## config.mk

```make
export PLATFORM = sky130hd
export DESIGN_NAME = sorted_priority_queue
export DESIGN_NICKNAME = d
export VERILOG_FILES = /design/src/spq_pkg.sv /design/src/spq_datapath.sv /design/src/spq_controller.sv /design/src/sorted_priority_queue.sv
export VERILOG_INCLUDE_DIRS = /design/src /design/src/src
export SDC_FILE = /design/constraint.sdc
export NUM_CORES = 1
export LEC_CHECK = 0
export ABC_AREA = 1
export BUFFER_PORTS_ARGS = -buffer_cell sky130_fd_sc_hd__buf_2
export CAP_MARGIN = 10
export CORE_UTILIZATION = 38
export CTS_CLUSTER_DIAMETER = 80
export DETAILED_ROUTE_END_ITERATION = 12
export PLACE_DENSITY = 0.62
export SLEW_MARGIN = 20
export SYNTH_ARGS = -nofsm -noshare
export SYNTH_HDL_FRONTEND = slang
export SYNTH_HIERARCHICAL = 1
export SYNTH_SLANG_ARGS = --single-unit
export TNS_END_PERCENT = 20
```

## constraint.sdc

```tcl
create_clock -name clock -period 3.8 [get_ports clock]
set_input_delay 0.38 -clock clock [delete_from_list [all_inputs] [get_ports clock]]
set_output_delay 0.38 -clock clock [all_outputs]
set_load 0.01 [all_outputs]
```

## src/assert_macros.svh

```systemverilog
// Assertion helpers for the RTL files, used by the datapath.
`ifndef ASSERT_MACROS_SVH
`define ASSERT_MACROS_SVH

// Concurrent assertion on an explicit clock and synchronous reset.
`define SPQ_ASSERT_CLK(lbl, clk, rst, prop) \
   lbl: assert property (@(posedge clk) disable iff (rst) (prop)) \
      else $error("sorted priority queue check failed");

// Concurrent assertion on the block clock and reset.
`define SPQ_ASSERT(lbl, prop) \
   `SPQ_ASSERT_CLK(lbl, clock, reset, prop)

`endif

```

## src/spq_pkg.sv

```systemverilog
`timescale 1ns / 1ps
`default_nettype none

package spq_pkg;

   // Operation codes of a request
   localparam logic CMD_PUSH = 1'b0;
   localparam logic CMD_POP  = 1'b1;

   // Request transaction
   typedef struct packed {
      logic               cmd;
      logic signed [31:0] value;
   } req_type;

   // Result transaction
   typedef struct packed {
      logic signed [31:0] head_value;
      logic               is_empty;
      logic [4:0]         entry_count;
      logic               overflow;
   } rsp_type;

   // Controller states
   typedef enum logic [3:0] {
      S_IDLE,
      S_DECODE,
      S_SCAN_RD,
      S_SCAN_CMP,
      S_SHIFT_RD,
      S_SHIFT_WR,
      S_WRITE,
      S_POP_RD,
      S_POP_WR,
      S_DONE
   } state_type;

   // Commands from controller to datapath
   typedef struct packed {
      logic load_req;    // capture request, clear overflow
      logic set_ovf;     // push dropped
      logic pos_load;    // load insert position
      logic pos_one;     // insert position starts at 1 (else 0)
      logic pos_inc;     // advance scan
      logic scan_rd;     // read entry at scan position
      logic shift_init;  // shift index starts at occupancy
      logic shift_rd;    // read entry below shift index
      logic shift_wr;    // move read entry up one slot
      logic write_val;   // store new value, bump occupancy
      logic pop_init;    // pop index starts at head
      logic pop_rd;      // read entry above pop index
      logic pop_wr;      // move read entry down one slot
      logic occ_dec;     // pop finished
   } ctl_cmd_type;

   // Status from datapath to controller
   typedef struct packed {
      logic is_push;
      logic full;
      logic empty;
      logic val_ahead_head;
      logic pos_at_end;
      logic rd_ahead_val;
      logic shift_done;
      logic pop_done;
   } ctl_sts_type;

   // a ranks strictly ahead of b under the selected order
   function automatic logic ranks_ahead(input logic signed [31:0] a,
                                        input logic signed [31:0] b,
                                        input logic               smallest_first);
      logic res;
      if (smallest_first) begin
         res = (a < b);
      end else begin
         res = (a > b);
      end
      return res;
   endfunction

endpackage

`default_nettype wire

```

## src/spq_datapath.sv

```systemverilog
`timescale 1ns / 1ps
`default_nettype none
`include "assert_macros.svh"

module spq_datapath #(
   parameter int DEPTH = 16
) (
   input  wire logic                 clock,
   input  wire logic                 reset,
   input  wire spq_pkg::req_type     req_data,
   input  wire logic                 csr_we,
   input  wire logic                 csr_wdata,
   input  wire spq_pkg::ctl_cmd_type cmd,
   output spq_pkg::ctl_sts_type      sts,
   output spq_pkg::rsp_type          rsp_data
);
   import spq_pkg::*;

   localparam int AW = $clog2(DEPTH);
   localparam int CW = $clog2(DEPTH + 1);

   // Entry storage, head at address 0
   logic signed [31:0] mem_ff [DEPTH];
   logic signed [31:0] rd_ff;

   req_type            req_ff,  req_in;
   logic [CW-1:0]      occ_ff,  occ_in;
   logic [AW-1:0]      pos_ff,  pos_in;
   logic [AW-1:0]      idx_ff,  idx_in;
   logic signed [31:0] head_ff, head_in;
   logic               ovf_ff,  ovf_in;
   logic               mode_ff, mode_in;

   logic               rd_en;
   logic [AW-1:0]      rd_addr;
   logic               wr_en;
   logic [AW-1:0]      wr_addr;
   logic signed [31:0] wr_data;
   logic [CW+4:0]      occ_wide;

   // Memory port selection
   always_comb begin
      rd_en   = cmd.scan_rd | cmd.shift_rd | cmd.pop_rd;
      rd_addr = pos_ff;
      if (cmd.shift_rd) begin
         rd_addr = idx_ff - AW'(1);
      end else if (cmd.pop_rd) begin
         rd_addr = idx_ff + AW'(1);
      end
      wr_en   = cmd.shift_wr | cmd.pop_wr | cmd.write_val;
      wr_addr = idx_ff;
      wr_data = rd_ff;
      if (cmd.write_val) begin
         wr_addr = pos_ff;
         wr_data = req_ff.value;
      end
   end

   // Memory, registered read
   always_ff @(posedge clock) begin
      if (wr_en) begin
         mem_ff[wr_addr] <= wr_data;
      end
      if (rd_en) begin
         rd_ff <= mem_ff[rd_addr];
      end
   end

   // Next values of the working registers
   always_comb begin
      req_in  = req_ff;
      occ_in  = occ_ff;
      pos_in  = pos_ff;
      idx_in  = idx_ff;
      head_in = head_ff;
      ovf_in  = ovf_ff;
      mode_in = csr_we ? csr_wdata : mode_ff;
      if (cmd.load_req) begin
         req_in = req_data;
         ovf_in = 1'b0;
      end
      if (cmd.set_ovf) begin
         ovf_in = 1'b1;
      end
      if (cmd.pos_load) begin
         pos_in = cmd.pos_one ? AW'(1) : '0;
      end else if (cmd.pos_inc) begin
         pos_in = pos_ff + AW'(1);
      end
      if (cmd.shift_init) begin
         idx_in = occ_ff[AW-1:0];
      end else if (cmd.shift_wr) begin
         idx_in = idx_ff - AW'(1);
      end else if (cmd.pop_init) begin
         idx_in = '0;
      end else if (cmd.pop_wr) begin
         idx_in = idx_ff + AW'(1);
      end
      if (cmd.write_val) begin
         occ_in = occ_ff + CW'(1);
      end else if (cmd.occ_dec) begin
         occ_in = occ_ff - CW'(1);
      end
      // head copy follows every write to address 0
      if (wr_en && (wr_addr == '0)) begin
         head_in = wr_data;
      end
   end

   always_ff @(posedge clock) begin
      if (reset) begin
         occ_ff  <= '0;
         ovf_ff  <= 1'b0;
         mode_ff <= 1'b0;
      end else begin
         occ_ff  <= occ_in;
         ovf_ff  <= ovf_in;
         mode_ff <= mode_in;
      end
      req_ff  <= req_in;
      pos_ff  <= pos_in;
      idx_ff  <= idx_in;
      head_ff <= head_in;
   end

   // Status to controller
   always_comb begin
      sts.is_push        = (req_ff.cmd == CMD_PUSH);
      sts.full           = (occ_ff == CW'(DEPTH));
      sts.empty          = (occ_ff == '0);
      sts.val_ahead_head = ranks_ahead(req_ff.value, head_ff, mode_ff);
      sts.pos_at_end     = (CW'(pos_ff) == occ_ff);
      sts.rd_ahead_val   = ranks_ahead(rd_ff, req_ff.value, mode_ff);
      sts.shift_done     = (idx_ff == pos_ff);
      sts.pop_done       = ((CW'(idx_ff) + CW'(1)) >= occ_ff);
   end

   // Result fields
   always_comb begin
      occ_wide             = (CW + 5)'(occ_ff);
      rsp_data.head_value  = (occ_ff == '0) ? '0 : head_ff;
      rsp_data.is_empty    = (occ_ff == '0);
      rsp_data.entry_count = occ_wide[4:0];
      rsp_data.overflow    = ovf_ff;
   end

   `SPQ_ASSERT(a_occ_bound, occ_ff <= CW'(DEPTH))
   `SPQ_ASSERT(a_ovf_full, ovf_ff |-> (occ_ff == CW'(DEPTH)))
   `SPQ_ASSERT(a_shift_above_pos, cmd.shift_wr |-> (idx_ff > pos_ff))

endmodule

`default_nettype wire

```

## src/spq_controller.sv

```systemverilog
`timescale 1ns / 1ps
`default_nettype none

module spq_controller (
   input  wire logic                 clock,
   input  wire logic                 reset,
   input  wire logic                 start,
   input  wire spq_pkg::ctl_sts_type sts,
   output spq_pkg::ctl_cmd_type      cmd,
   output logic                      busy,
   output logic                      rsp_valid
);
   import spq_pkg::*;

   state_type state_ff, state_in;

   // Next state
   always_comb begin
      state_in = state_ff;
      case (state_ff)
         S_IDLE: begin
            if (start) state_in = S_DECODE;
         end
         S_DECODE: begin
            if (sts.is_push) begin
               if (sts.full) begin
                  state_in = S_DONE;
               end else if (sts.empty || sts.val_ahead_head) begin
                  state_in = S_SHIFT_RD;
               end else begin
                  state_in = S_SCAN_RD;
               end
            end else begin
               state_in = sts.empty ? S_DONE : S_POP_RD;
            end
         end
         S_SCAN_RD: begin
            state_in = sts.pos_at_end ? S_SHIFT_RD : S_SCAN_CMP;
         end
         S_SCAN_CMP: begin
            state_in = sts.rd_ahead_val ? S_SCAN_RD : S_SHIFT_RD;
         end
         S_SHIFT_RD: begin
            state_in = sts.shift_done ? S_WRITE : S_SHIFT_WR;
         end
         S_SHIFT_WR: state_in = S_SHIFT_RD;
         S_WRITE:    state_in = S_DONE;
         S_POP_RD: begin
            state_in = sts.pop_done ? S_DONE : S_POP_WR;
         end
         S_POP_WR:   state_in = S_POP_RD;
         S_DONE:     state_in = S_IDLE;
         default:    state_in = S_IDLE;
      endcase
   end

   always_ff @(posedge clock) begin
      if (reset) begin
         state_ff <= S_IDLE;
      end else begin
         state_ff <= state_in;
      end
   end

   // Outputs
   always_comb begin
      cmd       = '0;
      busy      = 1'b1;
      rsp_valid = 1'b0;
      case (state_ff)
         S_IDLE: begin
            busy         = 1'b0;
            cmd.load_req = start;
         end
         S_DECODE: begin
            if (sts.is_push) begin
               if (sts.full) begin
                  cmd.set_ovf = 1'b1;
               end else if (sts.empty || sts.val_ahead_head) begin
                  cmd.pos_load   = 1'b1;
                  cmd.shift_init = 1'b1;
               end else begin
                  cmd.pos_load = 1'b1;
                  cmd.pos_one  = 1'b1;
               end
            end else if (!sts.empty) begin
               cmd.pop_init = 1'b1;
            end
         end
         S_SCAN_RD: begin
            if (sts.pos_at_end) begin
               cmd.shift_init = 1'b1;
            end else begin
               cmd.scan_rd = 1'b1;
            end
         end
         S_SCAN_CMP: begin
            if (sts.rd_ahead_val) begin
               cmd.pos_inc = 1'b1;
            end else begin
               cmd.shift_init = 1'b1;
            end
         end
         S_SHIFT_RD: begin
            cmd.shift_rd = !sts.shift_done;
         end
         S_SHIFT_WR: cmd.shift_wr  = 1'b1;
         S_WRITE:    cmd.write_val = 1'b1;
         S_POP_RD: begin
            if (sts.pop_done) begin
               cmd.occ_dec = 1'b1;
            end else begin
               cmd.pop_rd = 1'b1;
            end
         end
         S_POP_WR:   cmd.pop_wr = 1'b1;
         S_DONE:     rsp_valid  = 1'b1;
         default: begin
            busy = 1'b1;
         end
      endcase
   end

endmodule

`default_nettype wire

```

## src/sorted_priority_queue.sv

```systemverilog
`timescale 1ns / 1ps
`default_nettype none

// Sorted priority queue of signed 32-bit values, DEPTH entries.
// Request: drive req_data (cmd push/pop, value) and pulse start while
//   busy is low; the transaction is taken at that clock edge.
// Result: rsp_valid is high for exactly one cycle with rsp_data holding
//   the head value (0 when empty), empty flag, entry count (low 5 bits of
//   the occupancy) and overflow flag. The receiver cannot stall; the
//   result must be taken in that cycle.
// csr_we/csr_wdata write the order bit: 0 largest first, 1 smallest first.
//   Write it only while busy is low.
// Steps: a push into a full queue or a pop on an empty queue goes straight
//   to the result; a push scans for its slot, moves the entries from that
//   slot on up one slot and writes the value; a pop moves each later entry
//   down one slot. The queue returns to idle after each result.
// Cost is set by the single entry memory: one read, registered, then one
//   write per moved entry, and one read per scanned entry.
// Reset (synchronous, active high) empties the queue and clears the
//   order bit; stored entries are not cleared, no clearing pass is needed.

module sorted_priority_queue #(
   parameter int DEPTH = 16
) (
   input  wire logic             clock,
   input  wire logic             reset,
   input  wire logic             start,
   output logic                  busy,
   input  wire spq_pkg::req_type req_data,
   output logic                  rsp_valid,
   output spq_pkg::rsp_type      rsp_data,
   input  wire logic             csr_we,
   input  wire logic             csr_wdata
);
   import spq_pkg::*;

   ctl_cmd_type cmd;
   ctl_sts_type sts;

   // Sequencer
   spq_controller u_ctrl (
      .clock     (clock),
      .reset     (reset),
      .start     (start),
      .sts       (sts),
      .cmd       (cmd),
      .busy      (busy),
      .rsp_valid (rsp_valid)
   );

   // Entry memory and working registers
   spq_datapath #(
      .DEPTH (DEPTH)
   ) u_dp (
      .clock     (clock),
      .reset     (reset),
      .req_data  (req_data),
      .csr_we    (csr_we),
      .csr_wdata (csr_wdata),
      .cmd       (cmd),
      .sts       (sts),
      .rsp_data  (rsp_data)
   );

endmodule

`default_nettype wire
```

# Word-level counts from Yosys, hierarchy flattened
# Memory sizes are Yosys's and may differ from the RTL's. A register that Yosys moved wholly into a read port is not among the register bits.
# Index checks and enable logic that the tools add are counted.
totals:
  input_bits: 38
  out_inout_bits: 41
  n_memories: 1
  elab_cells: 107
  ff_bits: 84
  ram_bits: 512
classes:
  magnitude_cmp: 5
  n_reduce_logical: 10
  n_addsub: 6
  bitwise: 4
  n_mux: 59
  n_eq_ne: 13
mem_list:
  columns: ["name", "depth", "word_bits", "rd", "rd_ports_with_merged_regs", "wr", "line", "source"]
  rows:
  - ["u_dp.mem_ff", 16, 32, 1, 1, 1, "spq_datapath.sv:23", "logic signed [31:0] mem_ff [DEPTH];"]
ops:
  columns: ["cell", "count"]
  rows:
  - ["$gt A32 B32 Y1", 2]
  - ["$lt A32 B32 Y1", 2]
  - ["$mux W32", 2]
  - ["$mux W4", 13]
  - ["$pmux W4 S9", 1]
  - ["$mux W1", 33]
  - ["$eq A4 B3 Y1 const B", 4]
  - ["$mux W3", 5]
  - ["$mux W5", 2]
  - ["$add A4 B1 Y4 const B", 2]
  - ["$eq A4 B2 Y1 const B", 2]
  - ["$eq A4 B4 Y1 const B", 2]
  - ["$logic_not A4 Y1", 2]
  - ["$reduce_bool A2 Y1", 3]
  - ["$add A4 B1 Y5 const B", 1]
  - ["$add A5 B1 Y5 const B", 1]
  - ["$eq A4 B5 Y1", 1]
  - ["$eq A5 B5 Y1 const B", 1]
  - ["$ge A5 B5 Y1", 1]
  - ["$logic_not A5 Y1", 1]
  - ["$sub A5 B1 Y5 const B", 1]
  - ["$eq A4 B1 Y1 const B", 1]
  - ["$eq A4 B4 Y1", 1]
  - ["$mux W2", 2]
  - ["other kinds (8)", 11]

# Longest topological paths before layout
# Gate-level depths: netlist of the first run.
logic_depth:
  depth_word: 9
  depth_mapped: 26

# Cells and area by module
# The synthesis of the first run kept the hierarchy.
modules_own_cells:
  columns: ["mod", "area_each_um2", "cells_per_inst", "instances", "seq_area_each_um2"]
  rows:
  - ["spq_datapath", 25843.5, 2051, 1, 17707.0]
  - ["spq_controller", 454.2, 90, 1, 80.1]

# Least setup slack after synthesis of the first run
# Ideal clock, no wire load.
synth_timing:
  kind: "reg2reg"
  start: "register u_ctrl.state_ff[2]"
  end: "register u_dp.head_ff[24] (enable)"
  t_arrival_ns: 2.719
  path_stages_with_launch: 10
  setup_time_ns: 0.421
  period_less_slack_ns: 3.140
  setup_slack_ns: 0.660
  path_cell_list: "dfxtp_1 nand2_2 inv_1 nand2_1 inv_1 clkbuf_1 nand2_1 o21ai_0 nand3_1 nor2_1"
synth_rtl:
  columns: ["element", "line", "source"]
  rows:
  - ["start, declared", "spq_controller.sv:15", "state_type state_ff, state_in;"]
  - ["start signal, assigned", "spq_controller.sv:61", "state_ff <= state_in;"]
  - ["end signal, assigned", "spq_datapath.sv:123", "head_ff <= head_in;"]
  - ["end, declared", "spq_datapath.sv:30", "logic signed [31:0] head_ff, head_in;"]

==> results of run 1 <==
[worst max-delay path by stage]
stage / from / to / cells past startpoint
4_1_cts: u_dp/idx_ff[0] / u_dp/rd_ff[22] / 16
3_3_place_gp: u_dp/idx_ff[0] / u_dp/rd_ff[24] / 16
6_report: u_dp/idx_ff[0] / u_dp/rd_ff[29] / 17
3_5_place_dp: u_dp/idx_ff[0] / u_dp/rd_ff[9] / 18
2_1_floorplan: u_ctrl/state_ff[2] / u_dp/head_ff[24] / 9
5_1_grt: u_dp/idx_ff[0] / u_dp/rd_ff[0] / 18
[power breakdown]
group	switching (mW)	internal (mW)	leakage, nW
clock	2.45	2.94	0.841
sequential	0.312	8.51	5.37
combinational	5.40	2.66	4.80
[metal layers]
metal | track usage | vias to the layer above
li1 | - | 8074
met1 | 0.2626 | 8571
met2 | 0.3431 | 667
met3 | 0.02814 | 110
met4 | 0.05749 | 0
met5 | 0 | -
[what timing repair did]
| item | in CTS | in global routing |
|---|---|---|
| setup buffers | 0 | 0 |
| setup endpoints to repair | 0 | 9 |
| hold buffers | 35 | 0 |
| hold endpoints to repair | 34 | 0 |
| gates resized for setup | 0 | 2 |
[stage by stage]
stage	instances	area (um2)	setup WS (ns)
global route	3268	30530	0.02120
detailed placement	3131	28420	0.2543
finish	3268	30530	0.2295
floorplan	2141	26300	0.6600
CTS	3267	30490	0.2103
global placement	3131	28420	0.2553
[sequential cells by signal (all words and copies together) (netlist names)]
| register | count |
|---|---|
| u_dp/req_ff | 33 |
| u_dp/pos_ff | 4 |
| u_ctrl/state_ff | 4 |
| u_dp/rd_ff | 32 |
| u_dp/head_ff | 7 |
| u_dp/idx_ff | 4 |
| u_dp/mode_ff | 1 |
| u_dp/mem_ff | 505 |
| u_dp/occ_ff | 5 |
| u_dp/ovf_ff | 1 |
[worst max-delay path: stages, from the launching register on]
cell and delay [ns]:
edfxtp_1 0.45, ha_1 0.28, xor2_2 0.17, ha_1 0.30, inv_1 0.04, o21bai_1 0.13, a21oi_1 0.08, o21bai_1 0.19
nor3_2 0.08, inv_1 0.12, nand2_4 0.08, o21ai_0 0.32, nor2_4 0.18, inv_2 0.11, buf_12 0.34, o211ai_1 0.22
nand3_1 0.12, nand2_1 0.06
[cell families (layout without fill, tap and decap cells)]
family | Yosys count | after routing
simple gates | 671 | 671
flops | 596 | 596
compound gates | 496 | 496
buf+inv | 292 | 488
fa+ha+maj | 76 | 76
xor+xnor | 9 | 9
mux | 1 | 1
[layout by cell type, fill, tap and decap left out, types with 9 or more instances in the layout]
master	synthesis	final
or2_2	70	70
dfxtp_1	11	11
nor2_1	192	175
inv_2	8	9
o21ai_1	28	28
clkbuf_1	20	10
a21oi_1	43	43
o211ai_1	256	256
o21ai_0	151	151
clkinv_1	0	13
clkbuf_16	0	57
nand3_1	97	97
ha_1	75	75
buf_2	78	78
buf_12	0	25
edfxtp_1	585	585
clkinv_2	0	14
buf_4	11	73
nor2_4	3	22
or2_0	31	31
inv_1	166	163
nand2_1	255	255
dlygate4sd3_1	0	35
[final cells by class]
class                           count  share of cell area
Tap cell                          931             0.03815
Clock buffer                       67             0.04795
Timing Repair Buffer              212             0.05951
Inverter                          175             0.02201
Clock inverter                     34            0.008360
Multi-Input combinational cell   1253              0.2414
Sequential cell                   596              0.5826
==> metrics.md, run 1 <==
| Metric | Value |
|---|---|
| Result of the run | `finished clean` |
| Worst slew slack as a fraction of its limit | `0.4875` |
| Detailed route wirelength on metal3 | `4.964 mm` |
| Number of filler instances in the final layout | `6,183` |
| Worst reg2reg endpoint | `u_dp/rd_ff[29]` |
| Share of synthesized area occupied by flip-flops and latches | `0.6764` |
| Unrepaired setup endpoints after global routing | `no` |
| Multiplexer share of the synthesized area | `0.0003806` |
| Class of the tightest hold or removal check | `in -> reg` |
| Starting density of the core | `0.3834` |
| Clk buf depth | `3` |
| Share of the synthesized netlist area taken by xor and xnor gates | `0.003568` |
| FF/Latch Area | `17,790 um2` |
| Maximum number of pins on one net before global-route repair | `slightly below 80` |
| Fraction of layout cells with a size suffix above 1 | `0.1588` |
| Clock buffer count from CTS | `57` |
| Final critical-path share of the clock period | `0.9396` |
| Category of the worst setup path launch point | `flop` |
| Global-route wire length before repair | `105.5 mm` |
| Remaining routing DRC violations | `0` |
| Antenna diode instance count | `0` |
| Power per cell area | `729.9 nW/um2` |
| Area of the mapped netlist | `26,300 um2` |
| Min cycle time layout | `3.571 ns` |
| H-Tree Depth | `2` |
| Core utilization of the finished layout | `0.4451` |
| Most frequent cell after synthesis | `edfxtp_1` |
| Routability cong. | `roughly 0.84` |
| Total power | `approximately 22 mW` |
| Die width | `265.1 um` |
| Largest area contributor in the netlist | `edfxtp_1` |
| Top cell types by occurrence after synthesis | `585 x edfxtp_1, 256 x o211ai_1, 255 x nand2_1` |
| Area contributors post-synth | `edfxtp_1 67%, o211ai_1 7.3%, nand2_1 3.6%, ha_1 3.6%, o21ai_0 2.9%` |
| Fraction of the mapped netlist area in adder cells | `0.03644` |
| Routed length on met2 | `between 30 and 40 mm` |
| Maximum net fanout on the critical path | `64` |
| Clock transition at the registers of the reported paths | `0.06 ns` |
| Count of unique library cells instantiated by Yosys | `43` |
| Antenna viol nets, final | `0` |
| Worst Tran Pin Value | `0.7670 ns` |
| Path type of the worst setup path | `reg -> reg` |
| Number of global-route vias before repair | `16,880` |
| Final HPWL from detailed placement | `40.90 mm` |
| Syn_nets | `2,255` |
| Post-layout net count | `2,409` |
| Count of buffers from port buffering | `78` |
| Hold Path Cell Cnt | `3` |
| Number of pins exceeding their max-slew limit in the final report | `0` |
| Clock tree from TritonCTS | `yes` |
| Die Area | `70,260 um2` |
| Simple-gate share of the synthesized area | `0.1135` |
| Detailed-routing iteration count for the pre-antenna-repair pass | `5` |
| Data arrival, critical path | `3.94 ns` |
| Number of flops mapped to enable cells by yosys | `585` |
| Antenna violations before repair | `0` |
| Drt total wl | `slightly above 70 mm` |
| Area share of the largest cell type after synthesis | `0.6680` |
| Average cell area after synthesis | `roughly 12 um2` |
| Clock sink total | `between 500 and 600` |
| Compound-gate portion of the synthesized area | `0.1207` |
| Combinational family with the most area after synthesis | `compound AO/OA/AOI/OAI gates` |
| Worst hold slack | `0.08547 ns` |
| Number of endpoints failing setup at the final stage | `0` |
| Post-synthesis instance total | `2,141` |
| Number of rows in the core area | `96` |
| Top layer in use | `met4` |
| Overall via count from detail_route | `17,420` |
| Average wire per standard cell | `21.68 um` |
| Reported max-cap violation count | `0` |
| Type of element capturing the critical path | `flop` |
| Post-synthesis to final-layout area growth | `16.10%` |
| Met1 layer wirelength in the final routing | `29.10 mm` |
| Critical path data required time | `around 4.2 ns` |
| Vias/cell | `about 5.3` |
| Post-synth ARST share | `0` |
| End of the worst hold path | `u_ctrl/state_ff[0]` |
| Post-synthesis register bit count | `596` |
| Area of the multi-input gates | `7371 um2` |
| Highest Clock Rate | `0.2801 GHz` |
| Leakage | `between 10 and 15 nW` |
| Initial drt markers | `between 1,500 and 2,000` |
| Die height | `265.1 um` |
| Worst setup slack for register-to-register paths | `between 0.2 and 0.25 ns` |
| Maximum vdd drop | `0.0004052 V` |
| Reg2Reg Launch Point | `u_dp/idx_ff[0]` |
| Largest clock skew in the final design | `0.01618 ns` |
| Tot GR Track Use | `0.1996` |
| Grt ovf | `0` |
| Startpoint of the worst hold path | `start` |
| Core outline area | `around 69,000 um2` |
| Insertion delay of the later-clocked pin in the worst-skew pair | `between 0.6 and 0.7 ns` |
| Most instantiated flip-flop cell in the synthesis netlist | `edfxtp_1` |
| Final Hold Violating Endpoints | `0` |
| Number of warnings issued by yosys | `6` |
| Worst reg-to-reg path cell count | `17` |
| I/O Pins | `79` |
| Setup tns final | `0 ns` |
| Clock Root Buffer | `clkbuf_16` |
Note: power is estimated with default switching activity, not from simulation.
==> inputs of run 2 (changes only) <==
--- a/config.mk
+++ b/config.mk
@@ -9,10 +9,10 @@
 export ABC_AREA = 1
 export BUFFER_PORTS_ARGS = -buffer_cell sky130_fd_sc_hd__buf_2
 export CAP_MARGIN = 10
-export CORE_UTILIZATION = 38
+export CORE_UTILIZATION = 40
 export CTS_CLUSTER_DIAMETER = 80
 export DETAILED_ROUTE_END_ITERATION = 12
-export PLACE_DENSITY = 0.62
+export PLACE_DENSITY = 0.64
 export SLEW_MARGIN = 20
 export SYNTH_ARGS = -nofsm -noshare
 export SYNTH_HDL_FRONTEND = slang
==> metrics.md, run 2 (synthesis results as in run 1) <==
| Metric | Value |
|---|---|
| Result of the run | `finished clean` |
| Clock sink total | `596` |
| Maximum number of pins on one net before global-route repair | `between 70 and 80` |
| Drt total wl | `~70 mm` |
| Number of filler instances in the final layout | `5,627` |
| Starting density of the core | `0.4065` |
| Startpoint of the worst hold path | `start` |
| Count of buffers from port buffering | `78` |
| Number of rows in the core area | `93` |
| Worst reg-to-reg path cell count | `17` |
| Clock tree from TritonCTS | `yes` |
| Average wire per standard cell | `21.94 um` |
| Initial drt markers | `1,837` |
| Clock transition at the registers of the reported paths | `0.06 ns` |
| Type of element capturing the critical path | `flop` |
| Detailed-routing iteration count for the pre-antenna-repair pass | `5` |
| Overall via count from detail_route | `17,550` |
| End of the worst hold path | `u_ctrl/state_ff[0]` |
| Ordered cell list for the critical path | `inv_2, ha_1, ha_1, a21oi_1, o21bai_1, a21oi_1, o21bai_1, nor3_2, inv_1, nand3_2, nand2_8, buf_12, or2_2, o211ai_1, o211ai_1, nand3_1, nand2_1` |
| Insertion delay of the later-clocked pin in the worst-skew pair | `0.62 ns` |
| Global-route wire length before repair | `104.9 mm` |
| Slowest-stage cell, CP | `edfxtp_1` |
| Maximum vdd drop | `0.0004247 V` |
| Category of the worst setup path launch point | `flop` |
| Largest register by flop count | `u_dp/mem_ff` |
| Hold Path Cell Cnt | `3` |
| Leakage | `11.10 nW` |
| Reported max-cap violation count | `0` |
| Die width | `between 200 and 300 um` |
| Clk buf depth | `3` |
| Number of endpoints failing setup at the final stage | `0` |
| Worst Tran Pin Value | `1.049 ns` |
| Routability cong. | `0.8977` |
| Data arrival, critical path | `3.89 ns` |
| Reg2Reg Launch Point | `u_dp/idx_ff[0]` |
| Core outline area | `around 65,000 um2` |
| Path type of the worst setup path | `reg -> reg` |
| Antenna diode instance count | `0` |
| Worst slew slack as a fraction of its limit | `0.2930` |
| Number of cells on the critical path | `17` |
| Min cycle time layout | `3.522 ns` |
| Final HPWL from detailed placement | `between 40 and 50 mm` |
| Vias/cell | `5.500` |
| Post-layout net count | `2,410` |
| CP max stage delay | `0.40 ns` |
| Final non-filler cell total | `3,190` |
| Clock Root Buffer | `clkbuf_16` |
| Die Area | `between 60,000 and 70,000 um2` |
| Critical path data required time | `4.17 ns` |
| Maximum net fanout on the critical path | `70` |
| Core utilization of the finished layout | `0.4727` |
| Antenna viol nets, final | `0` |
| Largest registers | `u_dp/mem_ff (505), u_dp/req_ff (33), u_dp/rd_ff (32)` |
| Post-synthesis to final-layout area growth | `16.30%` |
| Final Hold Violating Endpoints | `0` |
| Class of the tightest hold or removal check | `in -> reg` |
| Final critical-path share of the clock period | `0.9267` |
| Power per cell area | `738.4 nW/um2` |
| Worst reg2reg endpoint | `u_dp/rd_ff[15]` |
| Number of global-route vias before repair | `17,050` |
| Setup tns final | `0 ns` |
| WP buf/inv | `3` |
| Antenna violations before repair | `0` |
| Crit path max-delay family | `simple AND/OR/NAND/NOR gates` |
| Number of pins exceeding their max-slew limit in the final report | `0` |
| Unrepaired setup endpoints after global routing | `no` |
| Most frequent cells in the layout | `585 x edfxtp_1, 256 x o211ai_1, 255 x nand2_1` |
| Die height | `between 200 and 300 um` |
| Number of flip-flops in the largest register | `roughly 510` |
| H-Tree Depth | `2` |
| Worst setup slack for register-to-register paths | `0.28 ns` |
| Placed cells | `approximately 3,100` |
| Remaining routing DRC violations | `0` |
| Clock buffer count from CTS | `56` |
| Most common cell after layout, fill and taps aside | `edfxtp_1` |
| Grt ovf | `0` |
| Highest Clock Rate | `0.2840 GHz` |
| I/O Pins | `roughly 80` |
| Largest clock skew in the final design | `0.01821 ns` |
| Tot GR Track Use | `0.2066` |
| Fraction of layout cells with a size suffix above 1 | `0.1597` |
run 2: cell count changes in the layout (fill, tap and decap cells not counted), moves of 2 or more:
| cell | delta |
|---|---|
| clkinv_2 | -6 |
| clkbuf_16 | +2 |
| clkinvlp_4 | -3 |
| clkbuf_1 | -3 |
| inv_6 | +3 |
| bufinv_16 | +4 |
run 2: cell type report:
| class | count | area [um2] | area share |
|---|---|---|---|
| inverter | 175 | 674.4 | 0.02205 |
| clock inverter | 32 | 340.3 | 0.01113 |
| multi-input combinational | 1253 | 7376 | 0.2412 |
| timing repair buffer | 214 | 1858 | 0.06075 |
| tap | 855 | 1070 | 0.03498 |
| sequential | 596 | 17790 | 0.5816 |
| clock buffer | 65 | 1478 | 0.04832 |
run 2: how the worst max path moves through the flow:
stage                            start               end
global route            u_dp/idx_ff[0]     u_dp/rd_ff[1]
detailed placement      u_dp/idx_ff[0]    u_dp/rd_ff[27]
CTS                     u_dp/idx_ff[0]    u_dp/rd_ff[23]
finish                  u_dp/idx_ff[0]    u_dp/rd_ff[15]
floorplan           u_ctrl/state_ff[2]  u_dp/head_ff[24]
global placement        u_dp/idx_ff[0]    u_dp/rd_ff[15]
run 2: layer usage:
layer / vias up / track usage / part of all wire / routed length, um
met2: 653 / 0.3477 / 0.48 / 33830
met3: 107 / 0.02983 / 0.072 / 5055
met5: - / 0 / 0 / 0
li1: 8077 / - / - / -
met1: 8709 / 0.2797 / 0.42 / 29540
met4: 0 / 0.05457 / 0.023 / 1576
run 2: power by group:
group          internal [mW]  total [mW]  switching (mW)
sequential              8.51        8.81           0.304
combinational           2.69        8.14            5.45
clock                   3.24        5.63            2.39
run 2: repair_timing:
action | in CTS | in global routing
endpoints found under the hold margin | 34 | 0
buffers inserted | 0 | 0
resized for setup | 0 | 7
hold buffers | 34 | 0
setup endpoints to repair | 0 | 29
run 2: worst min-delay path: stages:
cell	delay [ns]
buf_2	0.09
o21ai_1	0.06
nor2_1	0.09
run 2: stage by stage:
stage,instance area (um2),total power [mW],hold slack (ns),worst slack (ns)
floorplan,26300,14.09,0.4491,0.6600
global placement,28340,16.65,0.4819,0.2581
detailed placement,28340,16.86,0.4947,0.1630
CTS,30500,22.51,0.004796,0.1510
global route,30580,23.72,0.03615,0.04278
finish,30580,22.58,0.03012,0.2784
==> inputs of run 3 (changes only) <==
==> constraint.sdc (replaced) <==
create_clock -name clock -period 3.8 [get_ports clock]
set_input_delay 0.19 -clock clock [delete_from_list [all_inputs] [get_ports clock]]
set_output_delay 0.19 -clock clock [all_outputs]
set_load 0.01 [all_outputs]
==> metrics.md, run 3 (synthesis results as in run 1) <==
| Metric | Value |
|---|---|
| Die Area | `~67,000 um2` |
| Clock transition at the registers of the reported paths | `0.07 ns` |
| Maximum vdd drop | `0.0004567 V` |
| Number of flip-flops in the largest register | `505` |
| Clock sink total | `around 600` |
| Post-synthesis to final-layout area growth | `16.45%` |
| Antenna viol nets, final | `0` |
| Most frequent cells in the layout | `585 x edfxtp_1, 256 x o211ai_1, 255 x nand2_1` |
| Type of element capturing the critical path | `flop` |
| Maximum net fanout on the critical path | `76` |
| Insertion delay of the later-clocked pin in the worst-skew pair | `about 0.62 ns` |
| Clock buffer count from CTS | `57` |
| Path type of the worst setup path | `reg -> reg` |
| Highest Clock Rate | `0.2848 GHz` |
| # Post-CTS Setup Buffers | `0` |
| Comb pwr share | `0.362` |
| Leakage | `11.11 nW` |
| Overall via count from detail_route | `~18,000` |
| Category of the worst setup path launch point | `flop` |
| Core outline area | `64,700 um2` |
| Vias/cell | `between 5 and 6` |
| Result of the run | `finished clean` |
| Psw | `8.196 mW` |
| Power per cell area | `737.6 nW/um2` |
| Fraction of layout cells with a size suffix above 1 | `0.1609` |
| Antenna diode instance count | `0` |
| Ordered cell list for the critical path | `inv_2, ha_1, ha_1, a21oi_1, o21bai_1, a21oi_1, o21bai_1, nor3_2, inv_1, nand2_4, o21ai_1, nor2_4, buf_12, o21ai_0, o211ai_1, nand3_1, nand2_1` |
| Final HPWL from detailed placement | `41.49 mm` |
| Number of filler instances in the final layout | `5,677` |
| Post-layout net count | `2,415` |
| Unrepaired setup endpoints after global routing | `yes` |
| Total power | `22.59 mW` |
| Initial drt markers | `1,839` |
| WP buf/inv | `3` |
| Slowest-stage cell, CP | `edfxtp_1` |
| Number of pins exceeding their max-slew limit in the final report | `0` |
| Sw Share | `0.3629` |
| Die width | `258.4 um` |
| Largest register by flop count | `u_dp/mem_ff` |
| Critical path data required time | `about 4.3 ns` |
| Count of buffers from port buffering | `78` |
| Clock Root Buffer | `clkbuf_16` |
| H-Tree Depth | `2` |
| Tot GR Track Use | `0.2071` |
| Number of endpoints failing setup at the final stage | `0` |
| Crit path max-delay family | `compound AO/OA/AOI/OAI gates` |
| Largest registers | `u_dp/mem_ff (505), u_dp/req_ff (33), u_dp/rd_ff (32)` |
| Area of the multi-input gates | `between 7000 and 8000 um2` |
| Min cycle time layout | `about 3.5 ns` |
| Reported max-cap violation count | `0` |
| Die height | `258.4 um` |
| Clock tree from TritonCTS | `yes` |
| Clk buf depth | `3` |
| I/O Pins | `79` |
| FF/Latch Area | `17,790 um2` |
| Antenna violations before repair | `0` |
| Starting density of the core | `0.4065` |
| Setup tns final | `0 ns` |
| Cell-internal power | `between 10 and 15 mW` |
| Final critical-path share of the clock period | `0.9241` |
| Drt total wl | `70.52 mm` |
| Worst Tran Pin Value | `between 1 and 1.5 ns` |
| Reg power frac | `0.390` |
| Data arrival, critical path | `3.98 ns` |
| Detailed-routing iteration count for the pre-antenna-repair pass | `5` |
| Proportion of power drawn by the clock network | `0.248` |
| Remaining routing DRC violations | `0` |
| Number of global-route vias before repair | `approximately 17,000` |
| Maximum number of pins on one net before global-route repair | `77` |
| Final Hold Violating Endpoints | `0` |
| Grt ovf | `0` |
| Average wire per standard cell | `22.05 um` |
| Routability cong. | `approximately 0.90` |
| Largest clock skew in the final design | `0.02195 ns` |
| Worst slew slack as a fraction of its limit | `0.2952` |
| Number of rows in the core area | `93` |
| CP max stage delay | `about 0.39 ns` |
| Most common cell after layout, fill and taps aside | `edfxtp_1` |
| Global-route wire length before repair | `approximately 100 mm` |
| Class of the tightest hold or removal check | `in -> reg` |
## run 3: metal layers
metal / wire length, um / up-vias / part of all wire / GRT usage
met5: 0 / - / 0 / 0
met4: 1523 / 0 / 0.022 / 0.05293
met3: 5161 / 94 / 0.073 / 0.03218
met2: 34180 / 671 / 0.48 / 0.3501
met1: 29660 / 8725 / 0.42 / 0.2781
li1: - / 8088 / - / -
## run 3: through the flow
stage,hold WS [ns],area (um2),util,setup WS [ns],instances
2_1_floorplan,0.2591,26300,-,0.6600,2141
3_3_place_gp,0.3666,28340,0.4381,0.2891,3057
3_5_place_dp,0.3681,28340,0.4381,0.2392,3057
4_1_cts,0.2622,30540,0.4721,0.1828,3196
5_1_grt,0.2744,30620,0.4733,0.009320,3198
6_report,0.2808,30620,0.4733,0.2885,3198
## run 3: what timing repair did
action / in CTS / in global routing
hold buffers: 38 / 0
endpoints found under the hold margin: 42 / 0
gates resized for setup: 0 / 7
endpoints found under the setup margin: 0 / 28
## run 3: path summary, 6_finish.rpt
path,start,end,slack (ns),depth (start not counted)
max reg2reg,u_dp/idx_ff[0],u_dp/rd_ff[25],0.29,17
max,u_dp/idx_ff[0],u_dp/rd_ff[25],0.29,17
min reg2reg,u_dp/ovf_ff,u_dp/ovf_ff,0.49,2
min,req_data[12],u_dp/req_ff[12],0.28,2
## run 3: power by group through the flow
stage	Combinational (mW)	Sequential [mW]	Clock, mW
2_1_floorplan	5.25	8.84	0
5_1_grt	8.95	8.85	5.91
4_1_cts	7.98	8.81	5.68
6_report	8.17	8.81	5.60
3_3_place_gp	7.72	8.93	0
3_5_place_dp	7.90	8.94	0
## run 3: layout make-up
type,instances,share of cell area
Timing Repair Buffer,218,0.06198
Inverter,175,0.02202
Tap cell,855,0.03493
Multi-Input combinational cell,1253,0.2409
Sequential cell,596,0.5808
Clock buffer,66,0.04838
Clock inverter,35,0.01099
